**src/rtl/core/weighted_share_muldiv_assert.svh**
```systemverilog
// assertion macros shared by the rtl files
`ifndef WEIGHTED_SHARE_MULDIV_ASSERT_SVH
`define WEIGHTED_SHARE_MULDIV_ASSERT_SVH

// same-cycle implication, sampled on clk, off during reset
`define WSM_ASSERT_IMP(label, ante, cons, msg) \
    label: assert property (@(posedge clk) disable iff (!rst_n) (ante) |-> (cons)) \
        else $error(msg);

// next-cycle implication, sampled on clk, off during reset
`define WSM_ASSERT_NXT(label, ante, cons, msg) \
    label: assert property (@(posedge clk) disable iff (!rst_n) (ante) |=> (cons)) \
        else $error(msg);

`endif

```
**src/rtl/core/wsm_pkg.sv**
```systemverilog
package wsm_pkg;

    localparam int FIELD_MSB      = 63;
    localparam int DATA_WIDTH_DEF = FIELD_MSB + 1;

    localparam logic [1:0] ST_OK       = 2'd0;
    localparam logic [1:0] ST_DIV_ZERO = 2'd1;
    localparam logic [1:0] ST_OVERFLOW = 2'd2;

    typedef struct packed {
        logic [FIELD_MSB:0] value;
        logic [FIELD_MSB:0] weight_numerator;
        logic [FIELD_MSB:0] weight_denominator;
    } req_t;

    typedef struct packed {
        logic [FIELD_MSB:0] share;
        logic [1:0]         status;
    } rsp_t;

    typedef enum logic [1:0] {
        KIND_DIV  = 2'd0,
        KIND_ZERO = 2'd1,
        KIND_DIV0 = 2'd2,
        KIND_OVF  = 2'd3
    } kind_t;

    typedef struct packed {
        logic  valid;
        kind_t kind;
    } ctl_t;

endpackage

```
**src/rtl/core/wsm_out_buf.sv**
```systemverilog
module wsm_out_buf (
    input  logic          clk,
    input  logic          rst_n,
    input  logic          push,
    input  wsm_pkg::rsp_t item,
    output logic          space,
    output logic          rsp_valid,
    input  logic          rsp_ready,
    output wsm_pkg::rsp_t rsp
);
    import wsm_pkg::*;

    localparam logic [1:0] CNT_EMPTY = 2'd0;
    localparam logic [1:0] CNT_ONE   = 2'd1;
    localparam logic [1:0] CNT_FULL  = 2'd2;

    logic [1:0] count_reg;
    logic [1:0] count_next;
    rsp_t       head_reg;
    rsp_t       skid_reg;
    logic       wr;
    logic       rd;

    assign space = count_reg != CNT_FULL;
    assign wr    = push && space;
    assign rd    = rsp_valid && rsp_ready;

    always_comb
    begin
        count_next = count_reg;
        if (wr && !rd)
        begin
            count_next = count_reg + 2'd1;
        end
        else if (rd && !wr)
        begin
            count_next = count_reg - 2'd1;
        end
    end

    always_ff @(posedge clk or negedge rst_n)
    begin
        if (!rst_n)
        begin
            count_reg <= CNT_EMPTY;
        end
        else
        begin
            count_reg <= count_next;
        end
    end

    always_ff @(posedge clk)
    begin
        if (rd && count_reg == CNT_FULL)
        begin
            head_reg <= skid_reg;
        end
        else if (wr && (count_reg == CNT_EMPTY || rd))
        begin
            head_reg <= item;
        end
        if (wr && count_reg == CNT_ONE && !rd)
        begin
            skid_reg <= item;
        end
    end

    assign rsp_valid = count_reg != CNT_EMPTY;
    assign rsp       = head_reg;

endmodule

```
**config.mk**
```make
export PLATFORM = sky130hd
export DESIGN_NAME = wsm_out_buf
export DESIGN_NICKNAME = d
export VERILOG_FILES = /design/src/rtl/core/weighted_share_muldiv_assert.svh /design/src/rtl/core/wsm_pkg.sv /design/src/rtl/core/wsm_out_buf.sv
export SDC_FILE = /design/constraint.sdc
export NUM_CORES = 1
export LEC_CHECK = 0
export BUFFER_PORTS_ARGS = -buffer_cell sky130_fd_sc_hd__buf_4
export CORE_UTILIZATION = 50
export DETAILED_ROUTE_END_ITERATION = 16
export PLACE_DENSITY_LB_ADDON = 0.2
export SYNTH_ARGS = -nofsm -noshare
export SYNTH_HDL_FRONTEND = slang
export SYNTH_SLANG_ARGS = --single-unit
```
**constraint.sdc**
```tcl
create_clock -name clk -period 12.35 [get_ports clk]
set_input_delay 3.0875 -clock clk [delete_from_list [all_inputs] [get_ports clk]]
set_output_delay 3.0875 -clock clk [all_outputs]
set_load 0.05 [all_outputs]
```
# After elaboration in Yosys (flattened, before gate mapping)
# Index checks and enable logic that the tools add are counted.
# W data, S select, Z words.
[totals]
input_bits = 70
register_bits = 134
output_inout_bits = 68
[op_classes]
n_eq_ne = 3
add_sub_neg = 2
muxes = 4
n_reduce_logical = 15
[op_table]
columns = ["operator", "n"]
rows = [
  ["$mux W66", 2],
  ["$logic_and A1 B1 Y1", 8],
  ["$reduce_bool A2 Y1", 3],
  ["$mux W2", 2],
  ["$add A2 B1 Y2 const B", 1],
  ["$eq A2 B1 Y1 const B", 1],
  ["$eq A2 B2 Y1 const B", 1],
  ["$logic_not A1 Y1", 2],
  ["$logic_not A2 Y1", 1],
  ["$ne A2 B2 Y1 const B", 1],
  ["$sub A2 B1 Y2 const B", 1],
  ["$logic_or A1 B1 Y1", 1],
]

# Longest topological paths before layout
[depth]
word_depth = 6
mapped_depth = 6
depth_no_buf = 6

# Least setup slack after synthesis
# OpenSTA, ideal clock, no wires.
[synth_timing]
path_kind = "input-to-reg"
from = "input rsp_ready"
to = "register head_reg (netlist bit rsp[0]) (enable)"
setup_time_ns = 0.512
path_slack_ns = 5.461
arrival_ns = 6.377
t_required_ns = 11.838
path_buffers = 0
cell_stages = 2
path_cell_list = "nand2b_1 -> a21oi_1"
[synth_between]
elab_chain_len = 4
[synth_rtl]
columns = ["item", "line", "rtl"]
rows = [
  ["start: declaration", "wsm_out_buf.sv:8", "input logic rsp_ready,"],
  ["$logic_and A1 B1 Y1 *", "wsm_out_buf.sv:26", "assign rd = rsp_valid && rsp_ready;"],
  ["$logic_or A1 B1 Y1", "wsm_out_buf.sv:59", "else if (wr && (count_reg == CNT_EMPTY || rd))"],
  ["$logic_and A1 B1 Y1", "wsm_out_buf.sv:59", ""],
  ["$reduce_bool A2 Y1 (no line) *", "n/a", ""],
  ["end signal: assignment", "wsm_out_buf.sv:57", "head_reg <= skid_reg;"],
  ["end signal: assignment", "wsm_out_buf.sv:61", "head_reg <= item;"],
  ["end: declaration", "wsm_out_buf.sv:19", "rsp_t head_reg;"],
]
# Every way passes the cells marked *; elsewhere a longest branch is shown, timed or not.
# A chain may end at the register's enable or synchronous reset.

# Final worst setup path
[layout_timing]
from = "input rsp_ready"
to = "register head_reg (netlist bit rsp[7]) (enable)"
# Same word-level chain as after synthesis.

==> impl_metrics.py <==
metrics = {
    "synth": {
        "syn_area_sq_mm": 0.00511,
        "synth_seq_cells": 134,
        "synth_cells": 226,
        "syn_avg_cell_area_sq_um": 22.6,
        "ys_types": 18,
        "synth_top_cell_area_share_pct": 77.6,
        "synthTopCellsByArea": "edfxtp_1 78%, mux2_4 12%, mux2_2 5.7%",
        "syn_nets": 300,
        "yosysTopAreaCell": "edfxtp_1",
        "synth-seq-area-share_pct": 78.6,
        "ys_warn_count": 0,
    },
    "global_route": {
        "grtUsageTotal_pct": 16.8,
        "grt_pass1_vias": 2563,
        "gr-total-overflow": 0,
        "antenna_found_initial": 0,
        "grt_pass1_wl_microns": 12600,
        "grt_start_max_net_pins": 67,
    },
    "setup_path": {
        "reg2reg_from": "count_reg[0]",
        "worstPathMaxFanout": 34,
        "timing.rr.end": "rsp[7]",
        "r2r_slack_ps": 9580,
        "cp-end-kind": "flip-flop",
        "path_common_cell": "buf_4",
        "ff2ff_path_depth": 5,
        "slowest_delay_ps": 860,
        "cpMaxStageDelayCell": "a21oi_4",
        "crit_chain": "buf_4 -> nand2b_1 -> a21oi_4 -> buf_4",
        "startpoint_type": "primary input",
        "critPathLaunch": "rsp_ready",
        "crit_arrival_ps": 4780,
        "critPathKind": "in2reg",
        "required_ps": 12500,
    },
    "floorplan": {
        "pin_count": 138,
        "dieArea_sq_mm": 0.0106,
        "core.rowCount": 36,
        "core_area_sq_mm": 0.00982,
        "die_width_microns": 103,
        "dieHeight_microns": 103,
        "start_util_pct": 52.0,
    },
    "route": {
        "routedWlPerCell_microns": 16.1,
        "vias_per_cell": 4.82,
        "drt-pass1-iter-count": 4,
        "drc_errors": 0,
        "vias": 2521,
        "drt_iter0_drc": 78,
        "drt-total-wl_microns": 8440,
        "antenna_left": 0,
    },
    "cts": {
        "postCtsSetupBuffers": 0,
        "cts_buffers": 17,
        "cts-root-buf": "clkbuf_8",
        "clock-sinks": 134,
        "cts_resized": 0,
        "cts.hold.buffers_added": 0,
        "h-tree-depth": 4,
        "cts_buffer_depth": 2,
        "clk-insertion-delay-late_ps": 510,
        "clk_pin_slew_worst_paths_ps": 60,
        "cts_tree": "built",
    },
    "timing": {
        "rsz0062_at_grt": "false",
        "post-route-period-util_pct": 37.4,
        "period_needed_ps": 4620,
        "setup-tns-final_ps": 0,
        "fin_ws_ps": 7730,
        "skew_ps": 7.43,
        "fmax_mhz": 216,
        "slew_viol_final": 0,
        "worst_pin_slew_ps": 1070,
        "final-hold-violation-count": 0,
        "slew_headroom_pct": 28.4,
        "finalSetupViolCount": 0,
    },
    "final_layout": {
        "layout_common_cells": "139 x buf_4, 132 x edfxtp_1, 40 x mux2_4",
        "nets": 451,
        "final_common_cell": "buf_4",
        "final.fill_count": 635,
        "area_delta_synth_final_pct": 35.0,
        "drive_gt1_share_pct": 60.3,
        "insertedDiodeCount": 0,
    },
    "status": {
        "status": "complete, no violations",
    },
    "min_path": {
        "holdPathEnd": "count_reg[1]",
        "hold_class": "reg2reg",
        "hp-start": "count_reg[1]",
        "min_path_cells": 2,
    },
    "power": {
        "power_per_cell_area_mw_per_mm2": 257,
        "clockPowerShare_pct": 29.7,
        "p_switching_w": 0.000600,
        "p_comb_share_pct": 32.0,
        "power.share.sequential_pct": 38.3,
        "irDropWorstVdd_v": 0.000254,
        "p_leak_nw": 2.78,
        "netSwitchingFraction_pct": 33.9,
        "p_int_w": 0.00117,
    },
    "place": {
        "io_buffers": 137,
        "hpwl_microns": 5290,
        "pre_cts_ws_ps": 7150,
        "place.gp.congestion": 0.684,
    },
    "job": {
        "drv_cap": 0,
    },
}
worst max-delay path, delay by kind of cell:
kind | cells | cell delay, ps
AND/OR/NAND/NOR | 1 | 120
AO/OA/AOI/OAI | 1 | 860
buffers and inverters | 2 | 640
cell usage after synthesis, drive strengths merged:
cell type,number
a21oi,1
and3,1
buf,7
dfrtp,2
edfxtp,132
ha,4
inv,4
mux2,66
nand2,1
nand2b,2
nand3b,1
nor2,1
nor2b,1
o21ai,1
xnor2,1
xor2,1
how the worst max path moves through the flow:
stage,endpoint,slack (ps),cells after the start
after global placement,rsp[7],7210,4
after detailed placement,rsp[8],7150,4
final,rsp[7],7730,4
after CTS,rsp[51],7680,4
after global routing,rsp[58],7600,4
after floorplan,rsp[0],5460,2
routing by layer:
| layer | track usage [%] | routed length [microns] | vias to the layer above |
|---|---|---|---|
| li1 | - | - | 1195 |
| met1 | 21.2 | 3630 | 1217 |
| met2 | 24.6 | 3960 | 98 |
| met3 | 8.88 | 757 | 11 |
| met4 | 6.50 | 97 | 0 |
| met5 | 0 | 0 | - |
cells by family after synthesis:
| group | Yosys count | synth area share (%) |
|---|---|---|
| DFF | 134 | 78.6 |
| xor gates and xnor gates | 2 | 0.343 |
| muxes | 66 | 17.5 |
| buffers and inverters | 11 | 1.59 |
| AOI/OAI and AO/OA | 2 | 0.196 |
| and+or+nand+nor | 7 | 0.784 |
| adders and majority gates | 4 | 0.980 |
power by group through the flow:
stage | Clock [W] | Combinational (W) | Sequential (W)
5_1_grt | 0.000553 | 0.000597 | 0.000690
6_report | 0.000527 | 0.000567 | 0.000678
3_5_place_dp | 0 | 0.000574 | 0.000688
3_3_place_gp | 0 | 0.000568 | 0.000686
4_1_cts | 0.000535 | 0.000575 | 0.000680
2_1_floorplan | 0 | 0.000163 | 0.000939
per-stage QoR:
stage	cells	power [W]	hold slack [ps]	utilization, %	instance area, sq um
floorplan	226	0.00110	473	-	5110
global placement	491	0.00125	485	63.8	6270
detailed placement	491	0.00126	499	63.8	6270
CTS	523	0.00179	512	70.2	6890
global route	523	0.00184	538	70.2	6890
finish	523	0.00177	508	70.2	6890
final cells by class:
class	instances	area, sq um	share of cell area, %
sequential	134	4010	58.2
timing repair buffer	139	1040	15.1
tap	133	166	2.41
clock inverter	13	205	2.98
multi-input combinational	81	1030	14.9
clock buffer	19	422	6.12
inverter	4	15.0	0.218
(Power assumes the default switching activity.)
