[config.mk]
export PLATFORM = sky130hd
export DESIGN_NAME = wsm_div_step
export DESIGN_NICKNAME = d
export VERILOG_FILES = /design/src/rtl/core/weighted_share_muldiv_assert.svh /design/src/rtl/core/wsm_pkg.sv /design/src/rtl/core/wsm_div_step.sv
export SDC_FILE = /design/constraint.sdc
export NUM_CORES = 1
export LEC_CHECK = 0
export ABC_AREA = 1
export BUFFER_PORTS_ARGS = -buffer_cell sky130_fd_sc_hd__buf_2
export CORE_AREA = 2 2 189 191
export CTS_BUF_LIST = sky130_fd_sc_hd__clkbuf_2 sky130_fd_sc_hd__clkbuf_4 sky130_fd_sc_hd__clkbuf_8
export DETAILED_ROUTE_END_ITERATION = 10
export DIE_AREA = 0 0 191 193
export GPL_TIMING_DRIVEN = 0
export HOLD_SLACK_MARGIN = 0.12
export SYNTH_ARGS = -nofsm -noshare
export SYNTH_HDL_FRONTEND = slang
export SYNTH_SLANG_ARGS = --single-unit
export TNS_END_PERCENT = 10
[constraint.sdc]
create_clock -name clk -period 1.3 [get_ports clk]
set_input_delay 0.195 -clock clk [delete_from_list [all_inputs] [get_ports clk]]
set_output_delay 0.195 -clock clk [all_outputs]
set_load 0.005 [all_outputs]
[src/rtl/core/weighted_share_muldiv_assert.svh]
// assertion macros shared by the rtl files
`ifndef WEIGHTED_SHARE_MULDIV_ASSERT_SVH
`define WEIGHTED_SHARE_MULDIV_ASSERT_SVH

// same-cycle implication, sampled on clk, off during reset
`define WSM_ASSERT_IMP(label, ante, cons, msg) \
    label: assert property (@(posedge clk) disable iff (!rst_n) (ante) |-> (cons)) \
        else $error(msg);

// next-cycle implication, sampled on clk, off during reset
`define WSM_ASSERT_NXT(label, ante, cons, msg) \
    label: assert property (@(posedge clk) disable iff (!rst_n) (ante) |=> (cons)) \
        else $error(msg);

`endif

[src/rtl/core/wsm_pkg.sv]
package wsm_pkg;

    localparam int FIELD_MSB      = 63;
    localparam int DATA_WIDTH_DEF = FIELD_MSB + 1;

    localparam logic [1:0] ST_OK       = 2'd0;
    localparam logic [1:0] ST_DIV_ZERO = 2'd1;
    localparam logic [1:0] ST_OVERFLOW = 2'd2;

    typedef struct packed {
        logic [FIELD_MSB:0] value;
        logic [FIELD_MSB:0] weight_numerator;
        logic [FIELD_MSB:0] weight_denominator;
    } req_t;

    typedef struct packed {
        logic [FIELD_MSB:0] share;
        logic [1:0]         status;
    } rsp_t;

    typedef enum logic [1:0] {
        KIND_DIV  = 2'd0,
        KIND_ZERO = 2'd1,
        KIND_DIV0 = 2'd2,
        KIND_OVF  = 2'd3
    } kind_t;

    typedef struct packed {
        logic  valid;
        kind_t kind;
    } ctl_t;

endpackage

[src/rtl/core/wsm_div_step.sv]
module wsm_div_step #(
    parameter int DATA_WIDTH = wsm_pkg::DATA_WIDTH_DEF
) (
    input  logic                  clk,
    input  logic                  rst_n,
    input  logic                  en,
    input  wsm_pkg::ctl_t         src_ctl,
    input  logic [DATA_WIDTH-1:0] src_rem,
    input  logic [DATA_WIDTH-1:0] src_acc,
    input  logic [DATA_WIDTH-1:0] src_den,
    output wsm_pkg::ctl_t         ctl,
    output logic [DATA_WIDTH-1:0] rem,
    output logic [DATA_WIDTH-1:0] acc,
    output logic [DATA_WIDTH-1:0] den
);
    import wsm_pkg::*;

    localparam int W = DATA_WIDTH;

    logic [W:0]   shifted;
    logic [W:0]   diff;
    logic         take;
    logic [W-1:0] rem_next;
    logic [W-1:0] acc_next;

    ctl_t         ctl_reg;
    logic [W-1:0] rem_reg;
    logic [W-1:0] acc_reg;
    logic [W-1:0] den_reg;

    // acc holds the dividend bits still to come in its upper part and quotient bits below
    assign shifted  = {src_rem, src_acc[W-1]};
    assign diff     = shifted - {1'b0, src_den};
    assign take     = shifted >= {1'b0, src_den};
    assign rem_next = take ? diff[W-1:0] : shifted[W-1:0];
    assign acc_next = {src_acc[W-2:0], take};

    always_ff @(posedge clk or negedge rst_n)
    begin
        if (!rst_n)
        begin
            ctl_reg <= '0;
        end
        else if (en)
        begin
            ctl_reg <= src_ctl;
        end
    end

    always_ff @(posedge clk)
    begin
        if (en)
        begin
            rem_reg <= rem_next;
            acc_reg <= acc_next;
            den_reg <= src_den;
        end
    end

    assign ctl = ctl_reg;
    assign rem = rem_reg;
    assign acc = acc_reg;
    assign den = den_reg;

endmodule

# Word level (Yosys, flattened, before mapping)

Cells that the tools add are included.

Input bits: 198
Memory bits (writable): 0
Logic and storage cells: 8
Bits in registers: 195
Bits in latches: 0
Output and inout bits: 195
ROM bits: 0
Memories: 0

Divide/modulo/power cells: 0
Muxes and demuxes: 1
Bitwise gates (word level): 0
Add/subtract/negate cells: 1
Eq/ne operators: 0
$lt $le $gt $ge: 1
Shift operators: 0
Multipliers: 0
Reductions and logical operators: 0

Operator list:

| kind           | count |
|---|---|
| $ge 65x64->1   | 1 |
| $mux 64        | 1 |
| $sub 64x64->64 | 1 |

# Depth between registers and ports, before layout

Gate-level depths: netlist (run 1).

Word-level depth: 2
Gate-level depth with buffers: 18
Depth with buffers taken out: 17

# Worst setup path after synthesis (run 1)

OpenSTA, ideal clock, no wires.

Path type: in2reg
Start: input port src_den[7]
End: register rem_reg[3] (netlist: rem[3]), data pin
Buffers on the path: 2
Cell stages on the path: 18
Path slack: -0.706 ns
Data required time: 1.047 ns
Setup time: 0.253 ns
Arrival time: 1.754 ns
Cell sequence: inv_1 -> ha_1 -> nand2_1 -> inv_1 -> nand2_1 -> nand2_1 -> inv_2 -> nand3_2 -> nand2_1 -> nand2_1 -> nand2_1 -> nand2_2 -> nand2_4 -> nand2_4 -> buf_12 -> buf_8 -> nand2_1 -> nand2_1

Cells in the longest elaborated chain, start to end: 2

RTL lines:

| element                | line               | source |
|---|---|---|
| start: declaration     | wsm_div_step.sv:10 | `input logic [DATA_WIDTH-1:0] src_den,` |
| $ge 65x64->1           | wsm_div_step.sv:34 | `assign take = shifted >= {1'b0, src_den};` |
| $mux 64                | wsm_div_step.sv:35 | `assign rem_next = take ? diff[W-1:0] : shifted[W-1:0];` |
| via rem_next[3]        | wsm_div_step.sv:23 | `logic [W-1:0] rem_next;` |
| end signal: assignment | wsm_div_step.sv:54 | `rem_reg <= rem_next;` |
| end: declaration       | wsm_div_step.sv:27 | `logic [W-1:0] rem_reg;` |

The timed path passes the listed nets, and every way through them passes these cells.
A chain may end at the register's enable or synchronous reset.

# Worst setup path in the final report (run 1)

Start: input port src_rem[30]
End: register rem_reg[17] (netlist: rem[17]), data pin

Cells in the longest elaborated chain, start to end: 2

RTL lines:

| element            | line               | source |
|---|---|---|
| start: declaration | wsm_div_step.sv:8  | `input logic [DATA_WIDTH-1:0] src_rem,` |
| $ge 65x64->1       | wsm_div_step.sv:34 |  |
| $mux 64            | wsm_div_step.sv:35 |  |
| via rem_next[17]   | wsm_div_step.sv:23 |  |

The timed path passes the listed nets, and every way through them passes these cells.

==> results of run 1 <==
## cell type report
type	count	area share [%]
multi-input cells	1158	36.3
clock buffers	20	1.33
diodes	7	0.0865
repair buffers	632	21.7
plain buffers	17	0.970
well taps	461	2.85
flip-flops and latches	195	28.8
clock inverters	12	0.605
inverters	392	7.37
## cells in the final DEF, fill, tap and decap left out, drive strengths merged, types with 11 or more instances in the layout
master and instances:
nand2 697, buf 450, inv 394, dlygate4sd3 195, edfxtp 192, nand3 147
nor2 117, ha 64, a21oi 44, xor2 30, clkbuf 24, nand3b 12
nand4 11
## kinds of logic after synthesis
kind of cell / after synthesis / synth area share, %
mux: 3 / 0.259
compound gates: 55 / 2.22
xor+xnor: 31 / 2.09
fa+ha+maj: 65 / 6.30
buf+inv: 411 / 12.3
flops: 195 / 44.9
simple gates: 1004 / 32.0
## cells in the mapped netlist (2+ instances only)
| cell | instances | area, um2 |
|---|---|---|
| buf_2 | 5 | 25.0 |
| o21bai_1 | 2 | 15.0 |
| buf_1 | 5 | 18.8 |
| clkbuf_1 | 5 | 18.8 |
| nor2_1 | 101 | 379 |
| buf_8 | 3 | 45.0 |
| mux2_2 | 3 | 33.8 |
| nor4_1 | 5 | 31.3 |
| inv_2 | 20 | 75.1 |
| dfrtp_1 | 3 | 75.1 |
| xor2_1 | 30 | 263 |
| nand4_1 | 11 | 68.8 |
| o21ai_0 | 6 | 30.0 |
| nor2_2 | 13 | 81.3 |
| nand2_4 | 2 | 22.5 |
| inv_1 | 370 | 1390 |
| a21oi_1 | 43 | 215 |
| nand2_2 | 6 | 37.5 |
| nand3_1 | 145 | 726 |
| clkinv_1 | 2 | 7.51 |
| nor2_4 | 3 | 33.8 |
| nand3_2 | 2 | 20.0 |
| nand3b_1 | 12 | 90.1 |
| edfxtp_1 | 192 | 5770 |
| nor3_1 | 8 | 40.0 |
| ha_1 | 64 | 801 |
| and3_1 | 4 | 25.0 |
| nand2_1 | 689 | 2590 |
## metrics by stage
stage,setup TNS [ns],hold WS [ns]
6_report,-32.69,0.136
5_1_grt,-34.80,0.151
4_1_cts,-25.76,0.126
3_5_place_dp,-132.97,-0.00558
3_3_place_gp,-578.35,-0.00934
2_1_floorplan,-34.89,-0.101
## worst max-delay path: cells and delay by family
| family | cells | cell delay (ns) |
|---|---|---|
| simple gates | 11 | 1.10 |
| buf+inv | 4 | 0.50 |
| fa+ha+maj | 1 | 0.27 |
## path summary, 6_finish.rpt
kind	startpoint	end	slack [ns]	cells after the start
setup / recovery	src_rem[30]	rem[17]	-0.57	16
hold / removal	en	den[49]	0.14	1
setup reg to reg	ctl[1]	ctl[1]	0.54	1
hold reg to reg	ctl[2]	ctl[2]	0.52	1
max in group asynchronous	rst_n	ctl[1]	0.58	3
min in group asynchronous	rst_n	ctl[2]	0.58	3
## where the power goes
group          switching [W]  internal, W  leakage, nW
clock network        0.00246      0.00153        0.193
logic                0.00368      0.00281         8.08
registers           0.000165      0.00769         1.91
## routing by layer
layer,vias up,GRT usage (%)
li1,6765,-
met1,6197,33.8
met2,412,46.8
met3,62,4.94
met4,0,11.7
met5,-,0
## repair_timing
| item | CTS | global route |
|---|---|---|
| cloned | 1 | 0 |
| endpoints found under the setup margin | 71 | 73 |
| pin swaps | 28 | 36 |
| hold endpoints to repair | 196 | 0 |
| gates resized for setup | 216 | 96 |
| buffers inserted | 37 | 6 |
| hold buffers | 195 | 0 |
==> impl_metrics.toml, run 1 <==
[final_layout]
final_nets = 2676
seq_area_mm2 = 0.00584
utilization_pct = 57.9
multi_input_area_mm2 = 0.00734
fin_area_mm2 = 0.0203
stdcell_count = 2894
nFillCells = 3306
drive_above_1_share_pct = 34.5
areaGrowthSynthToFinish_pct = 55.6

[critical_path]
cp_common_cell = "nor2_4"
slowest_delay_ns = 0.35
end_kind = "flip-flop"
cp.required_ns = 1.55
critPathKind = "primary input to flip-flop"
start_kind = "primary input"
path_cells = "buf_2 -> ha_4 -> nand2_4 -> nor2_4 -> nand2_2 -> nor2_4 -> inv_2 -> nor2_4 -> nand2_2 -> nand3_2 -> nor2_4 -> nand2_8 -> buf_12 -> buf_8 -> nand2_1 -> nand2_1"
cp_slowest_cell = "nor2_4"
cp.arrival_ns = 2.11
path_max_fanout = 10

[placement]
place_congestion = 0.886
place_hpwl_mm = 40.0
portBuffers = 392
post-place-ws_ns = -1.67
dp.cells = 2618
place_area_mm2 = 0.0165

[routing]
dr.pass1.iters = 6
highest-signal-layer = "met4"
wl_met3_mm = 3.08
wl_per_cell_um = 17.5
routed_wl_mm = 50.7
wl_met1_mm = 21.5
postRouteAntennaNets = 0
vias = 13400
drc = 0
drtIter0Drc = 836
route.met2.wl_mm = 24.5
vias_per_cell = 4.64

[synthesis]
avgSynthCellArea_um2 = 7.38
synth_cell_types = 38
netlist_area_mm2 = 0.0130
synth_edf_count = 192
ys_seq_area_share_pct = 44.9
synth-async-reset-ratio_pct = 1.54
yosys_warnings = 0
synth-seq-cells = 195
syn-num-nets = 2027
synth-main-ff-cell = "edfxtp_1"
synth_cells = 1764

[global_routing]
grt_max_degree = 122
first_global_vias = 13600
grt_use_total_pct = 27.3
antenna_found_initial = 6
grt_first_pass_wirelength_mm = 74.6
grt_overflow = 0

[floorplan]
die_h_um = 193
die_w_um = 191
coreArea_mm2 = 0.0350
boundaryPins = 393
rows = 69
start_util_pct = 37.2
dieArea_mm2 = 0.0369

[power]
total_power_w = 0.0183
p_per_area_mw_per_mm2 = 905
leakage_nw = 10.2
ir_worst_vdd_mv = 0.616

[timing]
maxSlewHeadroom_pct = 55.5
fin_ws_ns = -0.565
finalCritPeriodShare_pct = 143
rsz0062_at_grt = "true"
hold_viol = 0
worst_slew_pin_slew_ns = 0.667
layout_min_cycle_time_ns = 1.87
maxSlewViolCount = 0
setup_violations = 67
fin_worst_skew_ns = 0
fmax_mhz = 536

[clocking]
cts_buffers = 17
cts_root_buffer = "clkbuf_8"
clock_latency_ns = 0.50
cts_buffer_depth = 2
cts_sinks = 195
cts_tree = "yes"
path_clk_slew_ns = 0.11
cts_htree_levels = 4

[job]
drv_cap = 0

[run_status]
outcome = "finished with violations"
violations = "negative setup slack"

[worst_hold_path]
worst_hold_path_type = "primary input to flip-flop"
No activity file was read; power rests on OpenSTA's default activity.
==> run 2: changes to the inputs <==
--- a/config.mk
+++ b/config.mk
@@ -13,6 +13,7 @@
 export DIE_AREA = 0 0 191 193
 export GPL_TIMING_DRIVEN = 0
 export HOLD_SLACK_MARGIN = 0.12
+export RECOVER_POWER = 50
 export SYNTH_ARGS = -nofsm -noshare
 export SYNTH_HDL_FRONTEND = slang
 export SYNTH_SLANG_ARGS = --single-unit
==> run 2 against run 1 <==
The run still ends with negative setup slack left. Non-clock buffer count unchanged. Register-to-register slack about the same. Final area is essentially flat. Flip-flop and latch count is the same. Final cell count about the same. Wire length is essentially flat. Critical path depth unchanged. Utilization is 0.057 points lower. Clock power is essentially flat. Die area stayed put. Largest power group unchanged. Combinational power is essentially flat. Global-route usage unchanged.
==> impl_metrics.toml, run 2 (synthesis results as in run 1) <==
[floorplan]
boundaryPins = 393
start_util_pct = 37.2
die_w_um = 191
die_h_um = 193
dieArea_mm2 = 0.0369
rows = 69
coreArea_mm2 = 0.0350

[worst_hold_path]
worstHoldPathCells = 3
worst_hold_path_type = "primary input to flip-flop"

[final_layout]
areaGrowthSynthToFinish_pct = 55.5
final_nets = 2676
final_cell_mix = "nand2_1 (577), buf_2 (374), inv_1 (322)"
final_common_cell = "nand2_1"
stdcell_count = 2895
drive_above_1_share_pct = 34.0
utilization_pct = 57.9
fin_area_mm2 = 0.0202

[global_routing]
grtUsageMet1_pct = 33.8
grt_use_total_pct = 27.3
grt_overflow = 0
grt_max_degree = 122
grt-busiest-layer = "met2"
antenna_found_initial = 6
grt_first_pass_wirelength_mm = 74.6
first_global_vias = 13600
use_met2_pct = 46.8
gr-usage-met3_pct = 4.94

[timing]
hold_viol = 0
worst_slew_pin_slew_ns = 1.14
rsz0062_at_grt = "true"
fmax_mhz = 538
layout_min_cycle_time_ns = 1.86
fin_worst_skew_ns = 0
maxSlewHeadroom_pct = 24.3
finalCritPeriodShare_pct = 143
maxSlewViolCount = 0
fin_ws_ns = -0.559
setup_violations = 186

[power]
p_per_area_mw_per_mm2 = 905
switching_share_pct = 34.4
total_power_w = 0.0183
power.share.combinational_pct = 35.4
leakage_nw = 10.1
p_clk_share_pct = 21.7
p_int_w = 0.0120
ir_worst_vdd_mv = 0.619
p_sw_w = 0.00630
seq_power_share_pct = 42.9

[placement]
place_congestion = 0.886
dp.cells = 2618
portBuffers = 392
place_hpwl_mm = 40.0
place_area_mm2 = 0.0165
post-place-ws_ns = -1.67

[run_status]
violations = "negative setup slack"
outcome = "finished with violations"

[clocking]
cts_tree = "yes"
cts_sinks = 195
cts_buffer_depth = 2
cts_root_buffer = "clkbuf_8"
cts_htree_levels = 4
cts_buffers = 17
clock_latency_ns = 0.50
path_clk_slew_ns = 0.11

[routing]
routed_wl_mm = 50.7
vias = 13400
vias_per_cell = 4.62
drtIter0Drc = 874
dr.pass1.iters = 5
wl_per_cell_um = 17.5
postRouteAntennaNets = 0
drc = 0

[critical_path]
critPathKind = "primary input to flip-flop"
cp.required_ns = 1.55
r2r_cells = 1
cp.arrival_ns = 2.11
path_max_fanout = 10
start_kind = "primary input"
end_kind = "flip-flop"

[job]
drv_cap = 0
==> run 2: cell types whose count changed in the layout (fill, tap and decap cells not counted) <==
cell / before / now
buf_2: 386 / 374
clkbuf_1: 0 / 12
diode_2: 7 / 8
clkbuf_4: 2 / 3
buf_8: 6 / 5
==> run 2: worst paths after layout <==
kind                        startpoint  endpoint  slack [ns]
max                        src_rem[30]   rem[17]       -0.56
min                         src_rem[0]    rem[1]        0.15
max reg2reg                     ctl[1]    ctl[1]        0.54
min reg2reg                     ctl[2]    ctl[2]        0.52
max in group asynchronous        rst_n    ctl[1]        0.57
min in group asynchronous        rst_n    ctl[2]        0.58
==> run 2: metal layers <==
layer  up-vias  part of all wire, %
li1       6763                    -
met2       402                   48
met4         0                  3.3
met5         -                    0
met3        58                  6.0
met1      6166                   43
==> run 2: power by group through the flow <==
stage / Sequential [W] / Clock [W] / Combinational (W)
final: 0.00786 / 0.00398 / 0.00648
after global placement: 0.00802 / 0 / 0.00514
after floorplan: 0.00810 / 0 / 0.00279
after CTS: 0.00786 / 0.00412 / 0.00622
after global routing: 0.00792 / 0.00431 / 0.00712
after detailed placement: 0.00800 / 0 / 0.00518
==> run 2: critical path, stage by stage <==
cell and delay, ns:
buf_2 0.12, ha_4 0.27, nand2_4 0.11, nor2_4 0.06, nand2_2 0.10, nor2_4 0.05, inv_2 0.06, nor2_4 0.05
nand2_2 0.08, nand3_2 0.10, nor2_4 0.35, nand2_8 0.10, buf_12 0.17, buf_8 0.15, nand2_1 0.05, nand2_1 0.06
==> run 2: timing repair <==
action,CTS,global route
endpoints found under the hold margin,196,0
gates cloned,1,0
endpoints found under the setup margin,71,73
buffers inserted,37,6
gates resized for setup,216,96
hold buffers,195,0
pin swaps,28,36
==> run 2: area by class of cell <==
| type | count | area, um2 |
|---|---|---|
| Tap cell | 461 | 577 |
| Sequential cell | 195 | 5840 |
| Buffer | 17 | 196 |
| Fill cell | 3313 | 14700 |
| Multi-Input combinational cell | 1158 | 7340 |
| Inverter | 392 | 1490 |
| Antenna cell | 8 | 20.0 |
| Timing Repair Buffer | 632 | 4380 |
| Clock buffer | 20 | 269 |
| Clock inverter | 12 | 123 |
==> run 2: metrics by stage <==
| step | TNS (ns) | hold WS [ns] |
|---|---|---|
| floorplan | -34.89 | -0.101 |
| global placement | -578.35 | -0.00934 |
| detailed placement | -132.97 | -0.00558 |
| CTS | -25.76 | 0.126 |
| global route | -65.71 | 0.158 |
| finish | -50.64 | 0.150 |
==> run 3: changes to the inputs <==
--- a/config.mk
+++ b/config.mk
@@ -8,7 +8,7 @@
 export ABC_AREA = 1
 export BUFFER_PORTS_ARGS = -buffer_cell sky130_fd_sc_hd__buf_2
 export CORE_AREA = 2 2 189 191
-export CTS_BUF_LIST = sky130_fd_sc_hd__clkbuf_2 sky130_fd_sc_hd__clkbuf_4 sky130_fd_sc_hd__clkbuf_8
+export CTS_BUF_LIST = sky130_fd_sc_hd__clkbuf_16
 export DETAILED_ROUTE_END_ITERATION = 10
 export DIE_AREA = 0 0 191 193
 export GPL_TIMING_DRIVEN = 0
==> run 3 against run 2 <==
The run still ends with negative setup slack left. Wire length decreased by 0.20%. Utilization increased by 0.26 points. Sequential power about the same. Critical path depth increased by 1. Critical path type unchanged. Largest cell class unchanged.
==> impl_metrics.toml, run 3 (synthesis results as in run 1) <==
[critical_path]
r2r_cells = 1
start_kind = "primary input"
cp.required_ns = 1.51
path_max_fanout = 7
critPathKind = "primary input to flip-flop"
slowest_delay_ns = 0.35
cp.arrival_ns = 2.18
reg2reg_from = "ctl[0]"
rrSetupSlack_ns = 0.54
cp-endpoint = "rem[4]"
cp_common_cell = "nor2_4"
cp_slowest_cell = "nor2_4"
cp_num_buf_inv = 5
path_cells = "buf_6 -> inv_1 -> ha_4 -> nand2_4 -> nor2_4 -> nand2_2 -> nor2_4 -> inv_2 -> nor2_4 -> nand2_2 -> nand3_2 -> nor2_4 -> nand2_8 -> buf_12 -> clkbuf_16 -> nand2_1 -> nand2_1"
reg2reg_to = "ctl[0]"
end_kind = "flip-flop"
crit_cells = 17
cp-startpoint = "src_den[30]"
critPathTopFamily = "simple AND/OR/NAND/NOR gates"

[floorplan]
dieArea_mm2 = 0.0369
start_util_pct = 37.2
die_w_um = 191
boundaryPins = 393
rows = 69
die_h_um = 193
coreArea_mm2 = 0.0350

[final_layout]
final_cell_mix = "nand2_1 (561), buf_2 (361), inv_1 (328)"
areaGrowthSynthToFinish_pct = 56.2
final_common_cell = "nand2_1"
utilization_pct = 58.1
drive_above_1_share_pct = 33.2
fin_area_mm2 = 0.0203
final_nets = 2670

[placement]
post-place-ws_ns = -1.67
place_area_mm2 = 0.0165
portBuffers = 392
place_congestion = 0.886
place_hpwl_mm = 40.0

[power]
p_clk_share_pct = 26.3
power.share.combinational_pct = 33.3
p_int_w = 0.0130
ir_worst_vdd_mv = 0.923
p_sw_w = 0.00648
switching_share_pct = 33.2
leakage_nw = 10.1
p_per_area_mw_per_mm2 = 959
seq_power_share_pct = 40.4

[global_routing]
grt_first_pass_wirelength_mm = 74.2
grt_max_degree = 122
grt_use_total_pct = 27.1
grt_overflow = 0
first_global_vias = 13400
antenna_found_initial = 3

[routing]
postRouteAntennaNets = 0
wl_per_cell_um = 17.6
vias_per_cell = 4.64
vias = 13400
drtIter0Drc = 770
routed_wl_mm = 50.6
dr.pass1.iters = 5
drc = 0

[clocking]
cts_tree = "yes"
path_clk_slew_ns = 0.08
clock_latency_ns = 0.45
cts_buffers = 17
cts_root_buffer = "clkbuf_16"
cts_buffer_depth = 2
cts_sinks = 195
cts_htree_levels = 4

[timing]
fin_worst_skew_ns = 0
maxSlewViolCount = 0
setup_violations = 186
layout_min_cycle_time_ns = 1.98
rsz0062_at_grt = "true"
finalCritPeriodShare_pct = 152
worst_slew_pin_slew_ns = 1.14
fmax_mhz = 506
maxSlewHeadroom_pct = 23.8
fin_ws_ns = -0.676
hold_viol = 0
whs_ns = 0.124

[run_status]
violations = "negative setup slack"
outcome = "finished with violations"

[job]
drv_cap = 0

[worst_hold_path]
worst_hold_path_type = "primary input to flip-flop"
run 3: cell type report:
type	instances	area, um2
Fill cell	3267	14600
Multi-Input combinational cell	1158	7330
Sequential cell	195	5840
Timing Repair Buffer	626	4350
Inverter	392	1490
Tap cell	461	577
Clock buffer	17	425
Buffer	17	178
Clock inverter	15	134
Antenna cell	3	7.51
run 3: stage by stage:
step / setup TNS [ns] / instances / power (W)
final: -62.79 / 2884 / 0.0195
after global routing: -81.86 / 2884 / 0.0205
after CTS: -33.01 / 2865 / 0.0192
after detailed placement: -132.97 / 2618 / 0.0132
after global placement: -578.35 / 2617 / 0.0132
after floorplan: -34.89 / 1764 / 0.0109
run 3: metal layers:
metal	track usage, %	part of all wire [%]
met1	33.6	43
met2	47.8	49
met3	4.72	5.8
met4	8.97	2.1
met5	0	0
run 3: power by group through the flow:
stage                     Combinational, W  Sequential, W  Clock [W]
after detailed placement           0.00518        0.00800          0
after global placement             0.00514        0.00802          0
final                              0.00650        0.00787    0.00513
after floorplan                    0.00279        0.00810          0
after global routing               0.00713        0.00793    0.00547
after CTS                          0.00607        0.00787    0.00528
run 3: how the worst min path moves through the flow:
| stage | to | depth (start not counted) | startpoint |
|---|---|---|---|
| 2_1_floorplan | ctl[0] | 0 | rst_n |
| 3_3_place_gp | ctl[0] | 1 | rst_n |
| 3_5_place_dp | ctl[0] | 1 | rst_n |
| 4_1_cts | rem[56] | 3 | src_rem[55] |
| 5_1_grt | rem[56] | 3 | src_rem[55] |
| 6_report | rem[56] | 3 | src_rem[55] |
run 3: worst min-delay path, cell delays in order:
cell and delay, ns:
buf_2 0.12, nand3_2 0.09, nand2_1 0.06
run 3: what timing repair did:
item,4_1_cts,5_1_grt
hold buffers,192,0
endpoints found under the setup margin,66,66
gates resized for setup,160,143
endpoints found under the hold margin,193,0
cloned,1,3
setup buffers,24,13
pin swaps,25,32
